`src/sv/jbsm_pkg.sv`:
```
// ----------------------------------------------------------------------------
// jbsm_pkg
// Shared types, opcodes and decode helpers for the bytecode stack machine.
// ----------------------------------------------------------------------------
`default_nettype none

package jbsm_pkg;

	localparam int STACK_DEPTH_DEF = 16;
	localparam int LOCAL_COUNT     = 4;

	localparam logic [7:0] OP_BIPUSH  = 8'h10;
	localparam logic [7:0] OP_SIPUSH  = 8'h11;
	localparam logic [7:0] OP_ILOAD0  = 8'h1a;
	localparam logic [7:0] OP_ISTORE0 = 8'h3b;
	localparam logic [7:0] OP_IADD    = 8'h60;
	localparam logic [7:0] OP_ISUB    = 8'h64;
	localparam logic [7:0] OP_IMUL    = 8'h68;
	localparam logic [7:0] OP_IDIV    = 8'h6c;
	localparam logic [7:0] OP_IRETURN = 8'hac;
	localparam logic [7:0] OP_RETURN  = 8'hb1;

	localparam logic [1:0] END_VOID  = 2'd0;
	localparam logic [1:0] END_INT   = 2'd1;
	localparam logic [1:0] END_CODE  = 2'd2;
	localparam logic [1:0] END_FAULT = 2'd3;

	typedef struct packed {
		logic [7:0] code_byte;
		logic       last_byte;
	} in_item_t;

	typedef struct packed {
		logic signed [31:0] return_value;
		logic [1:0]         end_kind;
	} out_item_t;

	typedef enum logic [3:0] {
		CLS_NOP, CLS_CONST, CLS_BIPUSH, CLS_SIPUSH, CLS_ILOAD,
		CLS_STORE, CLS_ARITH, CLS_RETURN, CLS_IRETURN
	} op_cls_t;

	typedef enum logic [3:0] {
		ST_IDLE, ST_DECODE, ST_RD_B, ST_RD_A, ST_ALU, ST_DIV, ST_WB, ST_EMIT
	} state_t;

	typedef enum logic [1:0] {
		SRC_CONST, SRC_LOCAL, SRC_OPND, SRC_ALU
	} push_src_t;

	// controller -> datapath
	typedef struct packed {
		logic       latch;
		logic       opnd_start;
		logic       opnd_hi;
		logic       push;
		push_src_t  push_src;
		logic       rd;
		logic       rd_off;
		logic       cap_b;
		logic       cap_a;
		logic       store_local;
		logic       alu_go;
		logic       wb;
		logic       set_kind;
		logic [1:0] kind;
		logic       emit;
		logic       fresh;
	} cmd_t;

	// datapath -> controller
	typedef struct packed {
		op_cls_t cls;
		logic    is_div;
		logic    skip;
		logic    pend;
		logic    pend_hi;
		logic    last;
		logic    full;
		logic    ge1;
		logic    ge2;
		logic    div_busy;
		logic    out_busy;
	} sts_t;

	function automatic op_cls_t classify(input logic [7:0] op);
		op_cls_t c;
		c = CLS_NOP;
		if (op >= 8'h01 && op <= 8'h0f) c = CLS_CONST;
		else if (op == OP_BIPUSH) c = CLS_BIPUSH;
		else if (op == OP_SIPUSH) c = CLS_SIPUSH;
		else if (op >= OP_ILOAD0 && op < OP_ILOAD0 + 8'(LOCAL_COUNT)) c = CLS_ILOAD;
		else if (op >= OP_ISTORE0 && op < OP_ISTORE0 + 8'(LOCAL_COUNT)) c = CLS_STORE;
		else if (op == OP_IADD || op == OP_ISUB || op == OP_IMUL || op == OP_IDIV)
			c = CLS_ARITH;
		else if (op == OP_RETURN) c = CLS_RETURN;
		else if (op == OP_IRETURN) c = CLS_IRETURN;
		return c;
	endfunction

	// raw slot patterns of the constant-push opcodes
	function automatic logic [63:0] const_val(input logic [7:0] op);
		logic [63:0] v;
		v = 64'd0;
		if (op >= 8'h02 && op <= 8'h08) begin
			v = {{56{op == 8'h02}}, op - 8'd3};
		end else begin
			case (op)
				8'h0a: v = 64'd1;
				8'h0c: v = 64'h0000_0000_3F80_0000;
				8'h0d: v = 64'h0000_0000_4000_0000;
				8'h0f: v = 64'h3FF0_0000_0000_0000;
				default: v = 64'd0;
			endcase
		end
		return v;
	endfunction

endpackage

`default_nettype wire

```
`src/sv/jbsm_ctrl.sv`:
```
// ----------------------------------------------------------------------------
// jbsm_ctrl
// Sequencer: walks one code byte through decode, stack reads, ALU and result.
// ----------------------------------------------------------------------------
`default_nettype none

module jbsm_ctrl (
	input  wire logic           clk,
	input  wire logic           arst_n,
	input  wire logic           in_valid,
	output logic                in_stall,
	input  wire jbsm_pkg::sts_t sts,
	output jbsm_pkg::cmd_t      cmd
);

	jbsm_pkg::state_t state_q, state_d;

	always_ff @(posedge clk or negedge arst_n) begin
		if (!arst_n) state_q <= jbsm_pkg::ST_IDLE;
		else         state_q <= state_d;
	end

	always_comb begin
		logic done;     // item finished with no ending of its own
		logic fault;
		cmd      = '0;
		state_d  = state_q;
		in_stall = (state_q != jbsm_pkg::ST_IDLE);
		done     = 1'b0;
		fault    = 1'b0;
		unique case (state_q)
			jbsm_pkg::ST_IDLE: begin
				if (in_valid) begin
					cmd.latch = 1'b1;
					state_d   = jbsm_pkg::ST_DECODE;
				end
			end
			jbsm_pkg::ST_DECODE: begin
				if (sts.skip) begin
					cmd.fresh = sts.last;
					state_d   = jbsm_pkg::ST_IDLE;
				end else if (sts.pend) begin
					if (sts.pend_hi) begin
						cmd.opnd_hi = 1'b1;
						done        = 1'b1;
					end else if (sts.full) begin
						fault = 1'b1;
					end else begin
						cmd.push     = 1'b1;
						cmd.push_src = jbsm_pkg::SRC_OPND;
						done         = 1'b1;
					end
				end else begin
					unique case (sts.cls)
						jbsm_pkg::CLS_BIPUSH, jbsm_pkg::CLS_SIPUSH: begin
							cmd.opnd_start = 1'b1;
							done           = 1'b1;
						end
						jbsm_pkg::CLS_CONST, jbsm_pkg::CLS_ILOAD: begin
							if (sts.full) begin
								fault = 1'b1;
							end else begin
								cmd.push     = 1'b1;
								cmd.push_src = (sts.cls == jbsm_pkg::CLS_ILOAD) ?
									jbsm_pkg::SRC_LOCAL : jbsm_pkg::SRC_CONST;
								done         = 1'b1;
							end
						end
						jbsm_pkg::CLS_STORE, jbsm_pkg::CLS_IRETURN: begin
							if (!sts.ge1) begin
								fault = 1'b1;
							end else begin
								cmd.rd  = 1'b1;
								state_d = jbsm_pkg::ST_RD_B;
							end
						end
						jbsm_pkg::CLS_ARITH: begin
							if (!sts.ge2) begin
								fault = 1'b1;
							end else begin
								cmd.rd  = 1'b1;
								state_d = jbsm_pkg::ST_RD_B;
							end
						end
						jbsm_pkg::CLS_RETURN: begin
							cmd.set_kind = 1'b1;
							cmd.kind     = jbsm_pkg::END_VOID;
							state_d      = jbsm_pkg::ST_EMIT;
						end
						default: done = 1'b1;
					endcase
				end
			end
			jbsm_pkg::ST_RD_B: begin
				cmd.cap_b = 1'b1;
				if (sts.cls == jbsm_pkg::CLS_ARITH) begin
					cmd.rd     = 1'b1;
					cmd.rd_off = 1'b1;
					state_d    = jbsm_pkg::ST_RD_A;
				end else if (sts.cls == jbsm_pkg::CLS_STORE) begin
					cmd.store_local = 1'b1;
					done            = 1'b1;
				end else begin
					cmd.set_kind = 1'b1;
					cmd.kind     = jbsm_pkg::END_INT;
					state_d      = jbsm_pkg::ST_EMIT;
				end
			end
			jbsm_pkg::ST_RD_A: begin
				cmd.cap_a = 1'b1;
				state_d   = jbsm_pkg::ST_ALU;
			end
			jbsm_pkg::ST_ALU: begin
				cmd.alu_go = 1'b1;
				state_d    = sts.is_div ? jbsm_pkg::ST_DIV : jbsm_pkg::ST_WB;
			end
			jbsm_pkg::ST_DIV: begin
				if (!sts.div_busy) state_d = jbsm_pkg::ST_WB;
			end
			jbsm_pkg::ST_WB: begin
				cmd.wb = 1'b1;
				done   = 1'b1;
			end
			jbsm_pkg::ST_EMIT: begin
				if (!sts.out_busy) begin
					cmd.emit  = 1'b1;
					cmd.fresh = 1'b1;
					state_d   = jbsm_pkg::ST_IDLE;
				end
			end
			default: state_d = jbsm_pkg::ST_IDLE;
		endcase

		if (fault) begin
			cmd.set_kind = 1'b1;
			cmd.kind     = jbsm_pkg::END_FAULT;
			state_d      = jbsm_pkg::ST_EMIT;
		end else if (done) begin
			if (sts.last) begin
				cmd.set_kind = 1'b1;
				cmd.kind     = jbsm_pkg::END_CODE;
				state_d      = jbsm_pkg::ST_EMIT;
			end else begin
				state_d = jbsm_pkg::ST_IDLE;
			end
		end
	end

endmodule

`default_nettype wire

```
`src/sv/jbsm_dpath.sv`:
```
// ----------------------------------------------------------------------------
// jbsm_dpath
// Frame storage, operand assembly, ALU with serial divider, result register.
// ----------------------------------------------------------------------------
`default_nettype none

module jbsm_dpath #(
	parameter int STACK_DEPTH = jbsm_pkg::STACK_DEPTH_DEF
) (
	input  wire logic                clk,
	input  wire logic                arst_n,
	input  wire jbsm_pkg::in_item_t  in_item,
	input  wire jbsm_pkg::cmd_t      cmd,
	output jbsm_pkg::sts_t           sts,
	output logic                     out_valid,
	input  wire logic                out_stall,
	output jbsm_pkg::out_item_t      out_item
);

	localparam int AW  = (STACK_DEPTH > 1) ? $clog2(STACK_DEPTH) : 1;
	localparam int SPW = $clog2(STACK_DEPTH + 1);
	localparam int LW  = $clog2(jbsm_pkg::LOCAL_COUNT);

	logic [7:0]     byte_q;
	logic           last_q;
	logic [SPW-1:0] sp_q;
	logic [63:0]    stk [STACK_DEPTH];
	logic [63:0]    rd_q;
	logic [31:0]    loc_q [jbsm_pkg::LOCAL_COUNT];
	logic [7:0]     pend_op_q;
	logic [1:0]     left_q;
	logic [7:0]     high_q;
	logic           skip_q;
	logic [31:0]    a_q, b_q, res_q;
	logic [1:0]     kind_q;
	logic [31:0]    rv_q;
	logic           out_valid_q;
	jbsm_pkg::out_item_t out_q;

	// divider
	logic           div_busy_q, div_neg_q, div_zero_q;
	logic [5:0]     div_cnt_q;
	logic [31:0]    div_quo_q, div_rem_q, div_den_q;

	jbsm_pkg::op_cls_t cls;
	logic [LW-1:0]  loc_idx;
	logic [SPW-1:0] rd_pt, wb_pt;
	logic [63:0]    push_val;
	logic [31:0]    opnd_val;
	logic [63:0]    prod;
	logic [32:0]    div_try;

	assign cls     = jbsm_pkg::classify(byte_q);
	assign loc_idx = (cls == jbsm_pkg::CLS_ILOAD) ? LW'(byte_q - jbsm_pkg::OP_ILOAD0) :
	                                                LW'(byte_q - jbsm_pkg::OP_ISTORE0);
	assign rd_pt   = sp_q - SPW'(1) - SPW'(cmd.rd_off);
	assign wb_pt   = sp_q - SPW'(2);
	assign prod    = a_q * b_q;
	assign div_try = {div_rem_q, div_quo_q[31]} - {1'b0, div_den_q};

	always_comb begin
		if (pend_op_q == jbsm_pkg::OP_SIPUSH) opnd_val = {{16{high_q[7]}}, high_q, byte_q};
		else                                  opnd_val = {{24{byte_q[7]}}, byte_q};
		case (cmd.push_src)
			jbsm_pkg::SRC_CONST: push_val = jbsm_pkg::const_val(byte_q);
			jbsm_pkg::SRC_LOCAL: push_val = {{32{loc_q[loc_idx][31]}}, loc_q[loc_idx]};
			jbsm_pkg::SRC_OPND:  push_val = {{32{opnd_val[31]}}, opnd_val};
			default:             push_val = {{32{res_q[31]}}, res_q};
		endcase
	end

	// operand stack memory: one write, one registered read
	always_ff @(posedge clk) begin
		if (cmd.push)    stk[sp_q[AW-1:0]]  <= push_val;
		else if (cmd.wb) stk[wb_pt[AW-1:0]] <= {{32{res_q[31]}}, res_q};
		if (cmd.rd)      rd_q <= stk[rd_pt[AW-1:0]];
	end

	always_ff @(posedge clk) begin
		if (cmd.latch) begin
			byte_q <= in_item.code_byte;
			last_q <= in_item.last_byte;
		end
		if (cmd.cap_b) b_q <= rd_q[31:0];
		if (cmd.cap_a) a_q <= rd_q[31:0];
		if (cmd.set_kind) begin
			kind_q <= cmd.kind;
			rv_q   <= (cmd.kind == jbsm_pkg::END_INT) ? rd_q[31:0] : 32'd0;
		end
		if (cmd.emit) begin
			out_q.return_value <= rv_q;
			out_q.end_kind     <= kind_q;
		end
		if (cmd.alu_go) begin
			if (byte_q == jbsm_pkg::OP_IADD)      res_q <= a_q + b_q;
			else if (byte_q == jbsm_pkg::OP_ISUB) res_q <= a_q - b_q;
			else if (byte_q == jbsm_pkg::OP_IMUL) res_q <= prod[31:0];
			div_quo_q  <= a_q[31] ? (32'd0 - a_q) : a_q;
			div_den_q  <= b_q[31] ? (32'd0 - b_q) : b_q;
			div_rem_q  <= 32'd0;
			div_neg_q  <= a_q[31] ^ b_q[31];
			div_zero_q <= (b_q == 32'd0);
		end else if (div_busy_q) begin
			// one restoring step per cycle
			if (!div_try[32]) begin
				div_rem_q <= div_try[31:0];
				div_quo_q <= {div_quo_q[30:0], 1'b1};
			end else begin
				div_rem_q <= {div_rem_q[30:0], div_quo_q[31]};
				div_quo_q <= {div_quo_q[30:0], 1'b0};
			end
		end else if (div_cnt_q == 6'd0 && !div_busy_q && cmd.wb == 1'b0
		             && byte_q == jbsm_pkg::OP_IDIV && !cmd.latch) begin
			res_q <= div_zero_q ? 32'd0 : (div_neg_q ? 32'd0 - div_quo_q : div_quo_q);
		end
	end

	always_ff @(posedge clk or negedge arst_n) begin
		if (!arst_n) begin
			div_busy_q <= 1'b0;
			div_cnt_q  <= 6'd0;
		end else if (cmd.alu_go && byte_q == jbsm_pkg::OP_IDIV) begin
			div_busy_q <= 1'b1;
			div_cnt_q  <= 6'd32;
		end else if (div_busy_q) begin
			div_cnt_q  <= div_cnt_q - 6'd1;
			div_busy_q <= (div_cnt_q != 6'd1);
		end
	end

	// frame control state
	always_ff @(posedge clk or negedge arst_n) begin
		if (!arst_n) begin
			sp_q        <= '0;
			pend_op_q   <= 8'd0;
			left_q      <= 2'd0;
			high_q      <= 8'd0;
			skip_q      <= 1'b0;
			out_valid_q <= 1'b0;
			for (int i = 0; i < jbsm_pkg::LOCAL_COUNT; i++) loc_q[i] <= 32'd0;
		end else begin
			if (out_valid_q && !out_stall) out_valid_q <= 1'b0;
			if (cmd.emit) out_valid_q <= 1'b1;
			if (cmd.fresh) begin
				sp_q      <= '0;
				pend_op_q <= 8'd0;
				left_q    <= 2'd0;
				high_q    <= 8'd0;
				skip_q    <= !last_q && cmd.emit;
				for (int i = 0; i < jbsm_pkg::LOCAL_COUNT; i++) loc_q[i] <= 32'd0;
			end else begin
				if (cmd.opnd_start) begin
					pend_op_q <= byte_q;
					left_q    <= (cls == jbsm_pkg::CLS_SIPUSH) ? 2'd2 : 2'd1;
				end
				if (cmd.opnd_hi) begin
					high_q <= byte_q;
					left_q <= 2'd1;
				end
				if (cmd.push) begin
					sp_q <= sp_q + SPW'(1);
					if (cmd.push_src == jbsm_pkg::SRC_OPND) begin
						pend_op_q <= 8'd0;
						left_q    <= 2'd0;
						high_q    <= 8'd0;
					end
				end
				if (cmd.store_local) begin
					loc_q[loc_idx] <= rd_q[31:0];
					sp_q           <= sp_q - SPW'(1);
				end
				if (cmd.wb) sp_q <= sp_q - SPW'(1);
			end
		end
	end

	always_comb begin
		sts.cls      = cls;
		sts.is_div   = (byte_q == jbsm_pkg::OP_IDIV);
		sts.skip     = skip_q;
		sts.pend     = (left_q != 2'd0);
		sts.pend_hi  = (pend_op_q == jbsm_pkg::OP_SIPUSH) && (left_q == 2'd2);
		sts.last     = last_q;
		sts.full     = (sp_q == SPW'(STACK_DEPTH));
		sts.ge1      = (sp_q >= SPW'(1));
		sts.ge2      = (sp_q >= SPW'(2));
		sts.div_busy = div_busy_q;
		sts.out_busy = out_valid_q && out_stall;
	end

	assign out_valid = out_valid_q;
	assign out_item  = out_q;

endmodule

`default_nettype wire

```
`src/sv/java_bytecode_stack_machine.sv`:
```
// ----------------------------------------------------------------------------
// java_bytecode_stack_machine
// Executes a Java bytecode subset one code byte per item on a fresh frame per
// method and reports how each method ended.
// ----------------------------------------------------------------------------
//  channel | signals                     | item
//  --------+-----------------------------+----------------------------------
//  in      | in_valid, in_stall, in_item | code_byte, last_byte
//  out     | out_valid, out_stall, out_item | return_value, end_kind
//
// A byte is taken in the idle state and decoded the next cycle; istore/ireturn
//   and iadd/isub/imul take longer because of the single read port of the
//   operand stack, and idiv because of the one-bit-per-cycle divider.
// A byte that ends a method then passes through the emit state, which loads
//   the result register when the output is not stalled.
// Reset clears stack pointer, locals, operand state and the result valid flag.
// A stalled result holds; the block keeps taking bytes until a second ending
//   has to wait for the result register.
// ----------------------------------------------------------------------------
`default_nettype none

module java_bytecode_stack_machine #(
	parameter int STACK_DEPTH = jbsm_pkg::STACK_DEPTH_DEF
) (
	input  wire logic                clk,
	input  wire logic                arst_n,
	input  wire logic                in_valid,
	output logic                     in_stall,
	input  wire jbsm_pkg::in_item_t  in_item,
	output logic                     out_valid,
	input  wire logic                out_stall,
	output jbsm_pkg::out_item_t      out_item
);

	jbsm_pkg::cmd_t cmd;
	jbsm_pkg::sts_t sts;

	// sequencer
	jbsm_ctrl u_ctrl (
		.clk      (clk),
		.arst_n   (arst_n),
		.in_valid (in_valid),
		.in_stall (in_stall),
		.sts      (sts),
		.cmd      (cmd)
	);

	// frame storage, ALU and result register
	jbsm_dpath #(
		.STACK_DEPTH (STACK_DEPTH)
	) u_dpath (
		.clk       (clk),
		.arst_n    (arst_n),
		.in_item   (in_item),
		.cmd       (cmd),
		.sts       (sts),
		.out_valid (out_valid),
		.out_stall (out_stall),
		.out_item  (out_item)
	);

endmodule

`default_nettype wire

```
`config.mk`:
```
export PLATFORM = sky130hd
export DESIGN_NAME = java_bytecode_stack_machine
export DESIGN_NICKNAME = d
export VERILOG_FILES = /design/src/sv/jbsm_pkg.sv /design/src/sv/jbsm_ctrl.sv /design/src/sv/jbsm_dpath.sv /design/src/sv/java_bytecode_stack_machine.sv
export SDC_FILE = /design/constraint.sdc
export NUM_CORES = 2
export LEC_CHECK = 0
export BUFFER_PORTS_ARGS = -buffer_cell sky130_fd_sc_hd__buf_2
export CAP_MARGIN = 20
export CORE_UTILIZATION = 65
export CTS_BUF_LIST = sky130_fd_sc_hd__clkbuf_8
export CTS_CLUSTER_SIZE = 40
export DETAILED_ROUTE_END_ITERATION = 10
export PLACE_DENSITY_LB_ADDON = 0.12
export SLEW_MARGIN = 20
export SYNTH_ARGS = -nofsm -noshare
export SYNTH_HDL_FRONTEND = slang
export SYNTH_SLANG_ARGS = --single-unit
```
`constraint.sdc`:
```
create_clock -name clk -period 17.2 [get_ports clk]
set_input_delay 0 -clock clk [delete_from_list [all_inputs] [get_ports clk]]
set_output_delay 0 -clock clk [all_outputs]
set_load 0.01 [all_outputs]
```
==> reports/results.ini <==
[global_routing]
grt_max_degree=108
antenna_found_initial=6
grt_use_total=0.388
overflow=0
grt_pass1_vias=43200
grt_pass1_wl_um=270000

[sta]
setup_viol=0
fin_crit_ns=8.02
relSlewSlack=0.227
maxSlewViolCount=0
finClkSkew_ns=0.0760
tns_ns=0
fmax_mhz=125
finalCritPeriodShare=0.467
worst_pin_slew_ns=1.15
hold_viol=0
rsz0062_at_grt=false

[logic_synthesis]
synth.avg_cell_area_um2=11.5
synth_common_cells=783 x edfxtp_1, 661 x nand2_1, 504 x inv_1, 411 x fa_1, 339 x a21oi_1
synth.most_common_cell=edfxtp_1
syn-num-nets=6010
synth_warnings=0
yosysTopAreaCellShare=0.383
synthFlopType=edfxtp_1
synth_edf_count=783
synth_top_area_cell=edfxtp_1
yosysSeqAreaShare=0.460
ys_ff_latch=978
yosysUniqueCellTypes=87
yosys-top-cells-area=edfxtp_1 38%, fa_1 13%, dfrtp_1 6.6%, ha_1 4.8%, mux4_2 4.7%
synthCells=5350
synthArstFlopShare=0.167
syn-cell-area_um2=61400

[layout]
drive_gt1_frac=0.103
syn2layout_area_growth_pct=8.17
num-nets-final=6051

[floorplan]
die-area_um2=95700
die_x_um=309
core_area_um2=93500
die_h_um=309
initial_core_util=0.657
io_pins=49
row_count=112

[setup_path]
r2r_start=u_dpath.b_q[7]
cp.required_ns=17.84
endpoint_kind=flip-flop
r2r_cells=23
criticalPathCategory=reg2reg
r2r_setup_slack_ns=9.18
arrival_ns=8.67
r2r-end=u_dpath.res_q[31]
startpoint=u_dpath.b_q[7]
worstSetupEndpoint=u_dpath.res_q[31]
crit_path_start_kind=flip-flop
cp_max_fo=27

[clocking]
cts_sinks=978
ctsHtreeMaxLevel=4
clockBufferDepth=3
clk_latency_ns=0.89
cts_resized=0
cts_tree=done
path_clk_slew_ns=0.07
root_buffer=clkbuf_8
numCtsBuffers=157
post-cts-setup-buffers=0

[hold_path]
holdCritPathClass=in2reg

[drt]
wl_per_cell_um=26.8
viasPerCell=6.41
drt_iter0_markers=5085
wl_um=181000
drcViolationCount=0
ant_nets=0
num_vias=43400
drt_first_pass_iters=8

[placement]
port-buffer-count=48
place_hpwl_um=125000
place_congestion=1.00

[job]
cap_violations=0

[run_status]
status=completed

[routing by layer]
metal  up-vias  share of wire  wire length (um)  global-route usage
met5         -              0                 0                   0
met4         0          0.064             11600               0.227
met3       482           0.11             19100              0.0887
met2      2507           0.46             82900               0.598
met1     21700           0.37             67700               0.510
li1      18700              -                 -                   -
[registers in the layout, summed over array words and instances, names as in the netlist, 6 cells and up]
| signal | count |
|---|---|
| u_dpath.stk | 512 |
| u_dpath.loc_q | 128 |
| u_dpath.out_item | 34 |
| u_dpath.a_q | 32 |
| u_dpath.b_q | 32 |
| u_dpath.div_den_q | 32 |
| u_dpath.div_quo_q | 32 |
| u_dpath.div_rem_q | 32 |
| u_dpath.rd_q | 32 |
| u_dpath.res_q | 32 |
| u_dpath.rv_q | 32 |
| u_dpath.byte_q | 8 |
| u_dpath.high_q | 8 |
| u_dpath.pend_op_q | 8 |
| u_dpath.div_cnt_q | 6 |
[logic make-up (layout without fill, tap and decap cells)]
family                   Yosys count  after routing  synth area share
AO/OA/AOI/OAI                   1003           1003             0.104
buffers and inverters            811            975            0.0501
adder cells (fa/ha/maj)          647            647             0.182
other                              0              3                 0
XOR/XNOR                         226            226            0.0322
flip-flops                       978            978             0.460
AND/OR/NAND/NOR                 1507           1507             0.117
multiplexers                     178            178            0.0552
[per-stage QoR]
| stage | worst slack [ns] | instance area (um^2) | utilization | hold WS (ns) | cells |
|---|---|---|---|---|---|
| finish | 9.18 | 66400 | 0.711 | 0.0772 | 6771 |
| global route | 8.89 | 66400 | 0.710 | 0.0755 | 6769 |
| floorplan | 9.84 | 61400 | - | -0.296 | 5350 |
| global placement | 9.06 | 63100 | 0.676 | 0.188 | 6460 |
| CTS | 9.24 | 66400 | 0.710 | 0.0155 | 6767 |
| detailed placement | 9.22 | 63200 | 0.676 | 0.186 | 6462 |
[cells in the final DEF, fill, tap and decap left out, drive strengths merged, types with 32 or more instances in the layout]
master and instances:
edfxtp 783, dfrtp 163, xor2 92, a21oi 339
nand3 39, nor2b 54, nor3 41, xnor2 134
dfxtp 32, ha 236, a211oi 58, mux4 128
nor2 240, nand2 661, fa 411, o21a 33
o21ai 210, a21o 35, o31ai 42, nand2b 37
a22o 37, inv 564, o22ai 33, and2 303
buf 163, clkinv 56, clkbuf 162, mux2i 47
[cell type report]
cell class / instances / area, um^2
antenna: 3 / 7.51
multi-input combinational: 3561 / 30400
tap: 1254 / 1570
inverter: 508 / 1910
sequential: 978 / 28200
fill: 6651 / 27100
timing repair buffer: 185 / 1360
clock inverter: 120 / 749
clock buffer: 162 / 2230
[how the worst min path moves through the flow]
stage	from	cells past startpoint	slack [ns]	end
2_1_floorplan	arst_n	0	-0.30	u_ctrl.state_q[0]
3_3_place_gp	arst_n	1	0.19	u_dpath.loc_q[117]
3_5_place_dp	arst_n	1	0.19	u_dpath.loc_q[53]
4_1_cts	out_stall	4	0.02	u_dpath.out_valid
5_1_grt	out_stall	4	0.08	u_dpath.out_valid
6_report	in_valid	4	0.08	u_ctrl.state_q[2]
[worst max-delay path, stage by stage (launching register included)]
cell,delay [ns]
edfxtp_1,1.04
and2_1,0.26
fa_1,0.44
fa_1,0.49
fa_1,0.53
inv_1,0.06
fa_1,0.48
inv_1,0.05
fa_1,0.51
inv_1,0.06
fa_1,0.53
inv_1,0.05
fa_1,0.51
fa_1,0.43
ha_1,0.44
a21o_1,0.21
a21oi_1,0.15
o21bai_1,0.10
a31oi_1,0.22
o221ai_1,0.23
or4_1,0.45
a31oi_1,0.22
xnor2_1,0.10
a211o_1,0.28
[what timing repair did]
action / CTS / global route
endpoints found under the setup margin: 0 / 0
endpoints found under the hold margin: 182 / 0
hold buffers: 23 / 0
Power is left out: the tool's default activity adds up to more than one toggle a clock period on the data nets, which glitch-free logic cannot reach.
